<file path="config.mk">
export PLATFORM = sky130hd
export DESIGN_NAME = iida_cell
export DESIGN_NICKNAME = d
export VERILOG_FILES = /design/src/design/indexed_insert_delete_array_macros.svh /design/src/design/iida_pkg.sv /design/src/design/iida_cell.sv
export SDC_FILE = /design/constraint.sdc
export NUM_CORES = 1
export LEC_CHECK = 0
export BUFFER_PORTS_ARGS = -buffer_cell sky130_fd_sc_hd__buf_2
export CAP_MARGIN = 20
export CORE_MARGIN = 8
export CORE_UTILIZATION = 35
export DETAILED_ROUTE_END_ITERATION = 12
export PLACE_DENSITY = 0.71
export SLEW_MARGIN = 40
export SYNTH_ARGS = -nofsm -noshare
export SYNTH_HDL_FRONTEND = slang
export SYNTH_SLANG_ARGS = --single-unit
</file>
<file path="constraint.sdc">
create_clock -name clk -period 6.9 [get_ports clk]
set_input_delay 0.69 -clock clk [delete_from_list [all_inputs] [get_ports clk]]
set_output_delay 0.69 -clock clk [all_outputs]
set_load 0.05 [all_outputs]
</file>
<file path="src/design/indexed_insert_delete_array_macros.svh">
// assertion helpers for the top design file indexed_insert_delete_array.sv
`ifndef INDEXED_INSERT_DELETE_ARRAY_MACROS_SVH
`define INDEXED_INSERT_DELETE_ARRAY_MACROS_SVH

// same-cycle implication, checked outside reset
`define IIDA_ASSERT_NOW(label, clk, rst_n, ante, cons) \
    label: assert property (@(posedge clk) disable iff (!rst_n) (ante) |-> (cons)) \
        else $error("iida assertion failed");

// next-cycle implication, checked outside reset
`define IIDA_ASSERT_NEXT(label, clk, rst_n, ante, cons) \
    label: assert property (@(posedge clk) disable iff (!rst_n) (ante) |=> (cons)) \
        else $error("iida assertion failed");

`endif

</file>
<file path="src/design/iida_pkg.sv">
package iida_pkg;

    localparam int CAPACITY   = 256;
    localparam int DATA_WIDTH = 32;

    localparam int IDX_W = (CAPACITY > 2) ? $clog2(CAPACITY) : 1;
    localparam int CNT_W = $clog2(CAPACITY + 1);
    // compare width wide enough for both the 8-bit index and the count
    localparam int CMP_W = (CNT_W > 8) ? CNT_W : 8;

    // read-back tree: groups of cells or-ed into one register each
    localparam int GRP_SIZE = 16;
    localparam int NGRP     = (CAPACITY + GRP_SIZE - 1) / GRP_SIZE;

    typedef enum logic [2:0] {
        FN_APPEND    = 3'd0,
        FN_DROP_LAST = 3'd1,
        FN_INSERT    = 3'd2,
        FN_ERASE     = 3'd3,
        FN_OVERWRITE = 3'd4,
        FN_READ      = 3'd5,
        FN_READ_LAST = 3'd6,
        FN_CLEAR     = 3'd7
    } func_t;

    localparam logic [1:0] ST_OK        = 2'd0;
    localparam logic [1:0] ST_FULL      = 2'd1;
    localparam logic [1:0] ST_BAD_INDEX = 2'd2;
    localparam logic [1:0] ST_EMPTY     = 2'd3;

    typedef enum logic [1:0] {
        CMD_HOLD   = 2'd0,
        CMD_LOAD   = 2'd1,
        CMD_INSERT = 2'd2,
        CMD_ERASE  = 2'd3
    } cmd_t;

    // broadcast to every cell
    typedef struct packed {
        cmd_t                  cmd;
        logic [IDX_W-1:0]      tgt;
        logic [IDX_W-1:0]      sel;
        logic [DATA_WIDTH-1:0] data;
    } cell_ctl_t;

    function automatic logic [DATA_WIDTH-1:0] to_elem(input logic [31:0] raw);
        logic signed [63:0] wide;
        wide = 64'(signed'(raw));
        return wide[DATA_WIDTH-1:0];
    endfunction

    function automatic logic [31:0] from_elem(input logic [DATA_WIDTH-1:0] e);
        logic signed [63:0] wide;
        wide = 64'(signed'(e));
        return wide[31:0];
    endfunction

endpackage

</file>
<file path="src/design/iida_cell.sv">
module iida_cell
    import iida_pkg::*;
(
    input  logic                  clk,
    input  logic [IDX_W-1:0]      pos,
    input  cell_ctl_t             ctl,
    input  logic [DATA_WIDTH-1:0] left_data,
    input  logic [DATA_WIDTH-1:0] right_data,
    output logic [DATA_WIDTH-1:0] data_out,
    output logic [DATA_WIDTH-1:0] rd_out
);

    logic [DATA_WIDTH-1:0] data_reg;
    logic [DATA_WIDTH-1:0] data_next;

    always_comb
    begin
        data_next = data_reg;
        unique case (ctl.cmd)
            CMD_HOLD:
            begin
                data_next = data_reg;
            end
            CMD_LOAD:
            begin
                if (pos == ctl.tgt)
                begin
                    data_next = ctl.data;
                end
            end
            CMD_INSERT:
            begin
                // cells above the slot take their left neighbor
                if (pos > ctl.tgt)
                begin
                    data_next = left_data;
                end
                else if (pos == ctl.tgt)
                begin
                    data_next = ctl.data;
                end
            end
            CMD_ERASE:
            begin
                // the slot and everything above take the right neighbor
                if (pos >= ctl.tgt)
                begin
                    data_next = right_data;
                end
            end
            default:
            begin
                data_next = data_reg;
            end
        endcase
    end

    always_ff @(posedge clk)
    begin
        data_reg <= data_next;
    end

    assign data_out = data_reg;
    assign rd_out   = (pos == ctl.sel) ? data_reg : '0;

endmodule

</file>
==> metrics <==
post-synthesis sequential area ratio=34.0%; Avg Inst Size Synth=10.9 µm²; Buf/Inv on CP=2; chip width=106 µm; n_diodes=0; Slew Limit Fails=0; Mapped Area=2830 µm²; DP HPWL=7230 µm; postcts setup bufs=0; Main synth FF type=edfxtp_1; Max Fclk=0.303 GHz; Worst EP arrival=3400 ps; DR iter-0 viols=54; initial antenna violation count=0; number of I/O port buffers=186; CP top delay family=simple AND/OR/NAND/NOR gates; Period minus WS final=3300 ps; Placed Area=3790 µm²; CTS Hold Bufs=0; power density over the cells=188 nW/µm²; YS warnings=0; DR vias=2608; Final Util=49.9%; critical path class=in -> reg; Crit-path slowest cell=nor2_4; fin crit share=47.8%; endpoints failing hold=0; Cells after Synth=260; Hold Path Class=in -> reg; die area=11200 µm²; Leak=1.72 nW; Slew Limit Headroom=55.8%; maximum VDD drop=0.0814 mV; DR vias/cell=4.83; Yosys top cell area share=34.0%; fraction of layout cells with a size suffix above 1=55.3%; Comb power frac=42.7%; crit path capture type=flip-flop; routed wire length=9200 µm; pre-CTS setup slack=3260 ps; top fanout value on the critical path=32; Metal-1 WL=3760 µm; vias in the first global route=2883; Yosys cell types=31; htree depth=2; # IOs=187; CTS root buffer=clkbuf_8; main area contributors after synthesis=edfxtp_1 (34%), o221ai_2 (15%), mux2i_1 (11%), and2_1 (7.3%), nand2b_1 (5.1%); Req. time, crit path=7000 ps; setup violators final=0; NetSw=0.297 mW; Sink Count=32; max FFs per register=32; skew final=0 ps; Finished Layout Cells=540; first-pass GRT wire length=14500 µm; Mapped Nets=391; post-route ant nets=0; DRC viols=0; routability congestion estimate=0.726; Tot Pwr=0.730 mW; Critical Path Start Type=input port; share of power burned in registers=38.2%; FF+latch area=961 µm²; floorplan die height=106 µm; number of synthesized flops with an enable pin=32; Area Overhead vs Synth=37.0%; TritonCTS buffer count=5; largest net degree at the start of global routing=36; final setup TNS=0 ps; switching share of total power=40.8%; max incr delay on CP=500 ps; cts repair resizes=0; placed cells=532; final instance area=3870 µm²; WL met2=4680 µm; Initial Utilization=36.4%; worst-path cell chain=buf_2, ha_1, nand4_2, nor2_4, buf_4, nand3b_1, nand3_4, o221ai_1; Hold WS=689 ps; Multi-input gate area=1700 µm²; Max Cap Viol=0; Async SR Flop Fraction=0%; top cell type by total area after synthesis=edfxtp_1; Core ar.=7770 µm²; Pint=0.432 mW; part of the power in the clock network=19.1%; # fillers=749; unrepaired setup endpoints after global routing=false; Layout Nets=568; total grt overflow=0; Top Layer Used=met4; drt pass-1 iters=4; Yosys reg bits=32; CTS tree=done; status=finished, final reports clean; clock buffer depth=2; WL met3=714 µm; Worst-Skew Late Latency=280 ps; Slew @ Worst Pin=664 ps; WL/cell=17.0 µm; gr usage total=15.8%; Final WS setup=3600 ps; row cnt=32; clock slew at reported path FFs=70 ps
-- metal layers --
metal,GRT usage (%),up-vias
li1,-,1299
met3,5.18,4
met2,28.8,120
met4,3.12,0
met1,17.4,1185
met5,0,-
-- cells in the mapped netlist (3+ instances only) --
library cell	count
and2_1	33
nand2b_1	23
buf_12	3
mux2i_1	32
edfxtp_1	32
or2b_2	9
ha_1	8
xnor2_1	8
o221ai_2	29
a21oi_1	5
inv_1	9
buf_2	3
nand2_1	34
nand4_1	3
clkbuf_1	9
-- final cells by class --
cell class,instances,share of cell area (%)
clock buffer,7,1.97
inverter,9,0.872
tap,102,3.29
sequential,32,24.8
clock inverter,1,0.0969
multi-input combinational,199,43.8
timing repair buffer,190,25.2
-- final timing paths --
check / end / cells past startpoint / slack, ps / from
worst max-delay path: data_out[24]$_DFFE_PP_ / 8 / 3600 / pos[7]
worst min-delay path: data_out[5]$_DFFE_PP_ / 3 / 690 / right_data[5]
worst max register to register: data_out[2]$_DFFE_PP_ / 2 / 5860 / data_out[2]$_DFFE_PP_
worst min register to register: data_out[27]$_DFFE_PP_ / 2 / 690 / data_out[27]$_DFFE_PP_
-- cells in the final DEF (no fill, tap or decap), drive strengths merged, types with 5 or more instances in the layout --
| cell type | synthesis | routed |
|---|---|---|
| buf | 9 | 190 |
| nand2 | 34 | 34 |
| and2 | 34 | 34 |
| mux2i | 32 | 32 |
| edfxtp | 32 | 32 |
| o221ai | 32 | 32 |
| nand2b | 23 | 23 |
| inv | 9 | 9 |
| or2b | 9 | 9 |
| xnor2 | 8 | 8 |
| ha | 8 | 8 |
| clkbuf | 11 | 7 |
| a21oi | 5 | 5 |
-- logic make-up after synthesis --
logic type      Yosys count  synth area share (%)
xor+xnor                  8                  2.48
compound gates           40                  18.8
flops                    32                  34.0
fa+ha+maj                 8                  3.54
mux                      32                  11.3
buf+inv                  29                  6.95
simple gates            111                  22.9
-- power groups by stage --
stage                     Sequential, mW  Clock [mW]  Combinational, mW
after floorplan                    0.388           0              0.123
after global placement             0.281           0              0.305
after detailed placement           0.283           0              0.316
after CTS                          0.279       0.145              0.316
after global routing               0.284       0.152              0.332
final                              0.279       0.140              0.312
-- worst register-to-register path, stage by stage (launching register included) --
cell,delay (ps)
edfxtp_1,420
mux2i_1,240
o221ai_4,120
No activity file was read; power rests on OpenSTA's default activity.
